<file path="src/rtl/core/sorted_set_table_defines.svh">
// Assertion helpers shared by the sorted set table RTL.
// All checks run on clk and are masked while rst is high.
`ifndef SORTED_SET_TABLE_DEFINES_SVH
`define SORTED_SET_TABLE_DEFINES_SVH

// Same-cycle implication check.
`define SST_ASSERT_IMP(lbl, ante, cons) \
  lbl: assert property (@(posedge clk) disable iff (rst) (ante) |-> (cons)) \
    else $error("sorted_set_table: same-cycle check failed");

// Next-cycle implication check.
`define SST_ASSERT_NXT(lbl, ante, cons) \
  lbl: assert property (@(posedge clk) disable iff (rst) (ante) |=> (cons)) \
    else $error("sorted_set_table: next-cycle check failed");

`endif

</file>
<file path="src/rtl/core/sst_pkg.sv">
`default_nettype none

package sst_pkg;

  // Table size and derived widths
  localparam int CAPACITY = 64;
  localparam int CNT_W    = $clog2(CAPACITY + 1);
  localparam int CMP_W    = (CNT_W > 7) ? CNT_W : 7;

  // Operation codes
  localparam logic [1:0] FUNC_ADD    = 2'd0;
  localparam logic [1:0] FUNC_REMOVE = 2'd1;
  localparam logic [1:0] FUNC_FIND   = 2'd2;
  localparam logic [1:0] FUNC_READ   = 2'd3;

  // Status codes
  localparam logic [2:0] STATUS_OK        = 3'd0;
  localparam logic [2:0] STATUS_EXISTS    = 3'd1;
  localparam logic [2:0] STATUS_NOT_FOUND = 3'd2;
  localparam logic [2:0] STATUS_EMPTY     = 3'd3;
  localparam logic [2:0] STATUS_FULL      = 3'd4;
  localparam logic [2:0] STATUS_BAD_POS   = 3'd5;

  typedef enum logic {
    ST_IDLE,
    ST_EVAL
  } sst_state_t;

  // Request transaction
  typedef struct packed {
    logic [1:0]          func;
    logic signed [31:0]  key_value;
    logic [6:0]          position;
  } req_t;

  // Response transaction
  typedef struct packed {
    logic [2:0]          status;
    logic [6:0]          found_position;
    logic signed [31:0]  read_value;
    logic [6:0]          entry_count;
  } rsp_t;

  // Broadcast from the controller to every cell
  typedef struct packed {
    logic                capture;   // latch compare flags against key
    logic signed [31:0]  key;       // incoming key (valid with capture)
    logic [CMP_W-1:0]    pos;       // incoming read position
    logic                insert;    // shift right from the insert point
    logic                remove;    // shift left over the matching entry
    logic signed [31:0]  new_key;   // key to drop in on insert
  } cell_cmd_t;

  // What one cell shows its neighbors
  typedef struct packed {
    logic                occ;
    logic                lt;
    logic signed [31:0]  value;
  } link_t;

  // Per-cell match flags seen by the controller
  typedef struct packed {
    logic eq;
    logic sel;
  } flags_t;

endpackage

`default_nettype wire

</file>
<file path="src/rtl/core/sst_cell.sv">
`default_nettype none

module sst_cell (
  input  wire logic                       clk,
  input  wire logic                       rst,
  input  wire sst_pkg::cell_cmd_t         cmd,
  input  wire logic [sst_pkg::CMP_W-1:0]  slot,
  input  wire sst_pkg::link_t             left,
  input  wire sst_pkg::link_t             right,
  output sst_pkg::link_t                  self,
  output sst_pkg::flags_t                 flags,
  output logic signed [31:0]              read_out,
  output logic [sst_pkg::CMP_W-1:0]       found_out
);

  logic               occ;
  logic               lt;
  logic               eq;
  logic               sel;
  logic signed [31:0] value;

  // Flags and occupancy
  always_ff @(posedge clk) begin
    if (rst) begin
      occ <= 1'b0;
      lt  <= 1'b0;
      eq  <= 1'b0;
      sel <= 1'b0;
    end else begin
      if (cmd.capture) begin
        lt  <= occ && (value < cmd.key);
        eq  <= occ && (value == cmd.key);
        sel <= (cmd.pos == slot);
      end
      if (cmd.insert && !lt) begin
        occ <= left.occ;
      end else if (cmd.remove && !lt) begin
        occ <= right.occ;
      end
    end
  end

  // Entry value: cells at or past the boundary shift
  always_ff @(posedge clk) begin
    if (cmd.insert && !lt) begin
      value <= left.lt ? cmd.new_key : left.value;
    end else if (cmd.remove && !lt) begin
      value <= right.value;
    end
  end

  assign self      = '{occ: occ, lt: lt, value: value};
  assign flags     = '{eq: eq, sel: sel};
  assign read_out  = sel ? value : '0;
  assign found_out = eq ? slot : '0;

endmodule

`default_nettype wire

</file>
<file path="config.mk">
export PLATFORM = sky130hd
export DESIGN_NAME = sst_cell
export DESIGN_NICKNAME = d
export VERILOG_FILES = /design/src/rtl/core/sorted_set_table_defines.svh /design/src/rtl/core/sst_pkg.sv /design/src/rtl/core/sst_cell.sv
export SDC_FILE = /design/constraint.sdc
export NUM_CORES = 1
export LEC_CHECK = 0
export ABC_AREA = 1
export BUFFER_PORTS_ARGS = -buffer_cell sky130_fd_sc_hd__buf_4
export CAP_MARGIN = 30
export CELL_PAD_IN_SITES_DETAIL_PLACEMENT = 2
export CELL_PAD_IN_SITES_GLOBAL_PLACEMENT = 2
export CORE_UTILIZATION = 20
export DETAILED_ROUTE_END_ITERATION = 12
export GPL_ROUTABILITY_DRIVEN = 0
export PLACE_DENSITY = 0.79
export SKIP_CTS_REPAIR_TIMING = 1
export SYNTH_ARGS = -nofsm -noshare
export SYNTH_HDL_FRONTEND = slang
export SYNTH_SLANG_ARGS = --single-unit
</file>
<file path="constraint.sdc">
create_clock -name clk -period 2.4 [get_ports clk]
set_input_delay 0.12 -clock clk [delete_from_list [all_inputs] [get_ports clk]]
set_output_delay 0.12 -clock clk [all_outputs]
set_load 0.01 [all_outputs]
</file>
==> results <==
- The beginning of the worst hold path is rst.
- The violation count after the first detailed-route iteration is 72.
- The path class of the tightest hold or removal check is in -> reg.
- The y dimension of the die is 126 µm.
- The maximum buffer depth of the clock tree is 2.
- The maximum fanout count along the critical path is 4.
- In the post-synthesis netlist, the biggest area contributors are sky130_fd_sc_hd__edfxtp_1 31%, sky130_fd_sc_hd__nand2_1 13%, sky130_fd_sc_hd__ha_1 13%.
- Measured against its own limit, the worst slew margin works out to 0.429.
- The multi-input combinational cells in the finished layout cover a total of 1620 µm².
- The growth of design area from synthesis to finish is 66.1%.
- For this run the aggregate overflow at the end of global routing stands at 0.
- The overall fraction of global-route tracks in use is 0.182.
- Summing all flip-flop and latch instances after layout gives 1040 µm².
- Dividing the detail-routed wire length by the instance count gives 17.0 µm.
- The biggest area contributor in the post-synthesis netlist is sky130_fd_sc_hd__edfxtp_1.
- The overall die width is 126 µm.
- The initial antenna violation count was 0.
- The total leakage power is 2.92 nW.
- A synthesized cell averages 7.00 µm².
- The first global-routing pass estimated 22500 µm of wire.
- The initial cell density of the core is 0.208.
- STA classifies the critical path endpoint as a register.
- In this run the register-to-register setup slack is 560 ps.
- The number of input and output port buffers inserted is 224.
- Entering global routing, the biggest net connects 35 pins.
- For this run, asynchronously set or reset flops after synthesis account for 0.
- Wires add up to 14200 µm.
- The number of inserted filler cells in the final layout is 1753.
- Setup violations remaining at the end of the flow were counted as 0.
- The number of diodes added for antenna fixing is 0.
- The yosys synthesis warning count is 0.
- The first TritonRoute pass finished after 4 iterations.
- The sink of the worst hold path is lt$_SDFFE_PP0P_.
- The number of nets handed over by synthesis was 621.
- The number of synthesized register bits is 36.
- At the later pin of the worst-skew pair, clock insertion delay measures 280 ps.
- The top achievable clock speed is 544 MHz.
- The number of enable-type register cells in the synthesized netlist is 32.
- The number of cells traversed by the worst register-to-register path is 10.
- STA classifies the critical path startpoint as a register.
- The clock transition at the registers of the reported paths is 60 ps.
- The final core utilization is 0.345.
- At the end of the flow, the number of nets in the layout was 837.
- 226 I/O pins were placed.
- The sequential cell area fraction in the yosys report is 0.339.
- In this run the core area contains 44 standard-cell rows.
- The type of the setup path with the least slack is reg -> reg.
- The commonest non-fill, non-tap cell in the layout is sky130_fd_sc_hd__buf_4.
- Synthesis produced a netlist whose cell count is 438.
- After layout, the worst setup slack is 562 ps.
- The power density over the cells is 450 nW/µm².
- The count of cell types in the netlist is 28.
- The total of max-cap violations is 0.
- The number of hold violations in the final report was 0.
- The number of sinks handled by clock tree synthesis is 36.
- The fraction of layout cells with a size suffix above 1 is 0.385.
- The required arrival time at the worst endpoint is 2570 ps.
- Using the TritonRoute via totals, the vias-per-cell ratio works out to 4.46.
- The worst-case clock skew is 3.71 ps.
- The flow ran to the end, and the final reports show no timing, DRC or antenna violations.
- The share of the cycle needed by the critical path after routing is 0.766.
- The total count of max-transition violations in the final report is 0.
- Setup repair after global routing left no endpoint under its margin.
- The endpoint of the lowest-slack register-to-register path is lt$_SDFFE_PP0P_.
- The worst-case IR drop observed on VDD is 0.193 mV.
- The root buffer cell chosen for the clock tree is sky130_fd_sc_hd__clkbuf_16.
- For the worst setup path, the data arrival time is 2010 ps.
- The startpoint identified for the worst register-to-register timing path is value[31]$_DFFE_PP_.
- The CTS tree is yes.
- The clock period minus final worst setup slack is 1840 ps.
- The share of synthesized area in the top cell type comes to 0.313.
- Before CTS, the worst setup slack after placement is 499 ps.
- The detailed-route via count is 3745.
- Among all flip-flop cells after synthesis, the most frequent one is sky130_fd_sc_hd__edfxtp_1.
- The library cells used most frequently in the layout, excluding fill and tap cells, are 229 x sky130_fd_sc_hd__buf_4, 109 x sky130_fd_sc_hd__nand2_1, 82 x sky130_fd_sc_hd__inv_1.
- The number of H-tree levels is 2.
- The worst-margin pin slew is 856 ps.
- The region available for standard cell placement spans 14800 µm².
- The total negative slack is 0 ps.
- The number of global-route vias before repair came to 4349.
- The die area is 15800 µm².
- After detailed routing, the number of remaining DRC violations is 0.
- In this run the remaining antenna-violating nets after routing total 0.
- The synthesized area is 3070 µm².
- Counting instances, the worst hold path has a depth of 2.
- The half-perimeter wire length after placement is 11700 µm.
- In this run, CTS created clock tree buffers numbering 5.
==> where the power goes <==
group	internal (mW)	total [mW]	switching, mW	leakage [nW]
clock	0.415	0.680	0.265	0.0712
sequential	0.776	0.845	0.0688	0.361
combinational	0.388	0.767	0.379	2.49
==> flip-flops by register name (all words and copies together), names as in the netlist <==
register  cells
occ           1
sel           1
lt            1
eq            1
value        32
==> worst max-delay path, cell delays in order, from the launching register on <==
cell	delay, ps
sky130_fd_sc_hd__edfxtp_1	430
sky130_fd_sc_hd__ha_1	370
sky130_fd_sc_hd__nand2_2	80
sky130_fd_sc_hd__nor2_2	150
sky130_fd_sc_hd__nand2_2	100
sky130_fd_sc_hd__nor4_4	240
sky130_fd_sc_hd__nand2_2	110
sky130_fd_sc_hd__nand2_1	70
sky130_fd_sc_hd__nand2_1	60
sky130_fd_sc_hd__nand3_2	70
sky130_fd_sc_hd__a21oi_2	50
==> per-layer routing <==
layer | routed length, µm | track usage
met4 | 197 | 0.0411
met2 | 7440 | 0.342
met1 | 5760 | 0.208
met5 | 0 | 0
met3 | 843 | 0.0412
==> Yosys cell counts (4+ instances only) <==
cell	number
sky130_fd_sc_hd__inv_2	4
sky130_fd_sc_hd__buf_4	4
sky130_fd_sc_hd__nor2_1	43
sky130_fd_sc_hd__nand2_1	109
sky130_fd_sc_hd__edfxtp_1	32
sky130_fd_sc_hd__o21ai_1	61
sky130_fd_sc_hd__xor2_1	5
sky130_fd_sc_hd__inv_1	82
sky130_fd_sc_hd__clkbuf_1	14
sky130_fd_sc_hd__ha_1	32
sky130_fd_sc_hd__dfxtp_1	4
sky130_fd_sc_hd__o21ai_0	6
sky130_fd_sc_hd__a21oi_1	16
==> worst max path at each step <==
stage / startpoint / to / slack (ps) / depth (start not counted)
after floorplan: lt$_SDFFE_PP0P_ / occ$_SDFFE_PP0P_ / 220 / 2
after global placement: value[31]$_DFFE_PP_ / lt$_SDFFE_PP0P_ / 560 / 10
after detailed placement: value[31]$_DFFE_PP_ / lt$_SDFFE_PP0P_ / 500 / 10
after CTS: value[31]$_DFFE_PP_ / lt$_SDFFE_PP0P_ / 480 / 10
after global routing: value[14]$_DFFE_PP_ / lt$_SDFFE_PP0P_ / 350 / 12
final: value[31]$_DFFE_PP_ / lt$_SDFFE_PP0P_ / 560 / 10
==> area by class of cell <==
cell class                      instances  share of cell area
Sequential cell                        36               0.204
Tap cell                              184              0.0452
Inverter                               86              0.0633
Clock buffer                            8              0.0287
Multi-Input combinational cell        295               0.317
Timing Repair Buffer                  230               0.341
==> cell families after synthesis <==
group,after synthesis,share of synthesized area
buffers and inverters,107,0.137
adders and majority gates,32,0.131
xor gates and xnor gates,6,0.0171
and+or+nand+nor,169,0.227
DFF,36,0.339
AOI/OAI and AO/OA,88,0.149
==> through the flow <==
step	std cells	hold WS [ps]	instance area (µm²)	total power, mW
2_1_floorplan	438	182	3070	1.19
5_1_grt	839	20.0	5100	2.45
3_5_place_dp	831	321	4950	1.64
6_report	839	31.1	5100	2.29
3_3_place_gp	831	314	4950	1.60
4_1_cts	839	23.7	5100	2.34
Power figures use the tool's default switching activity.
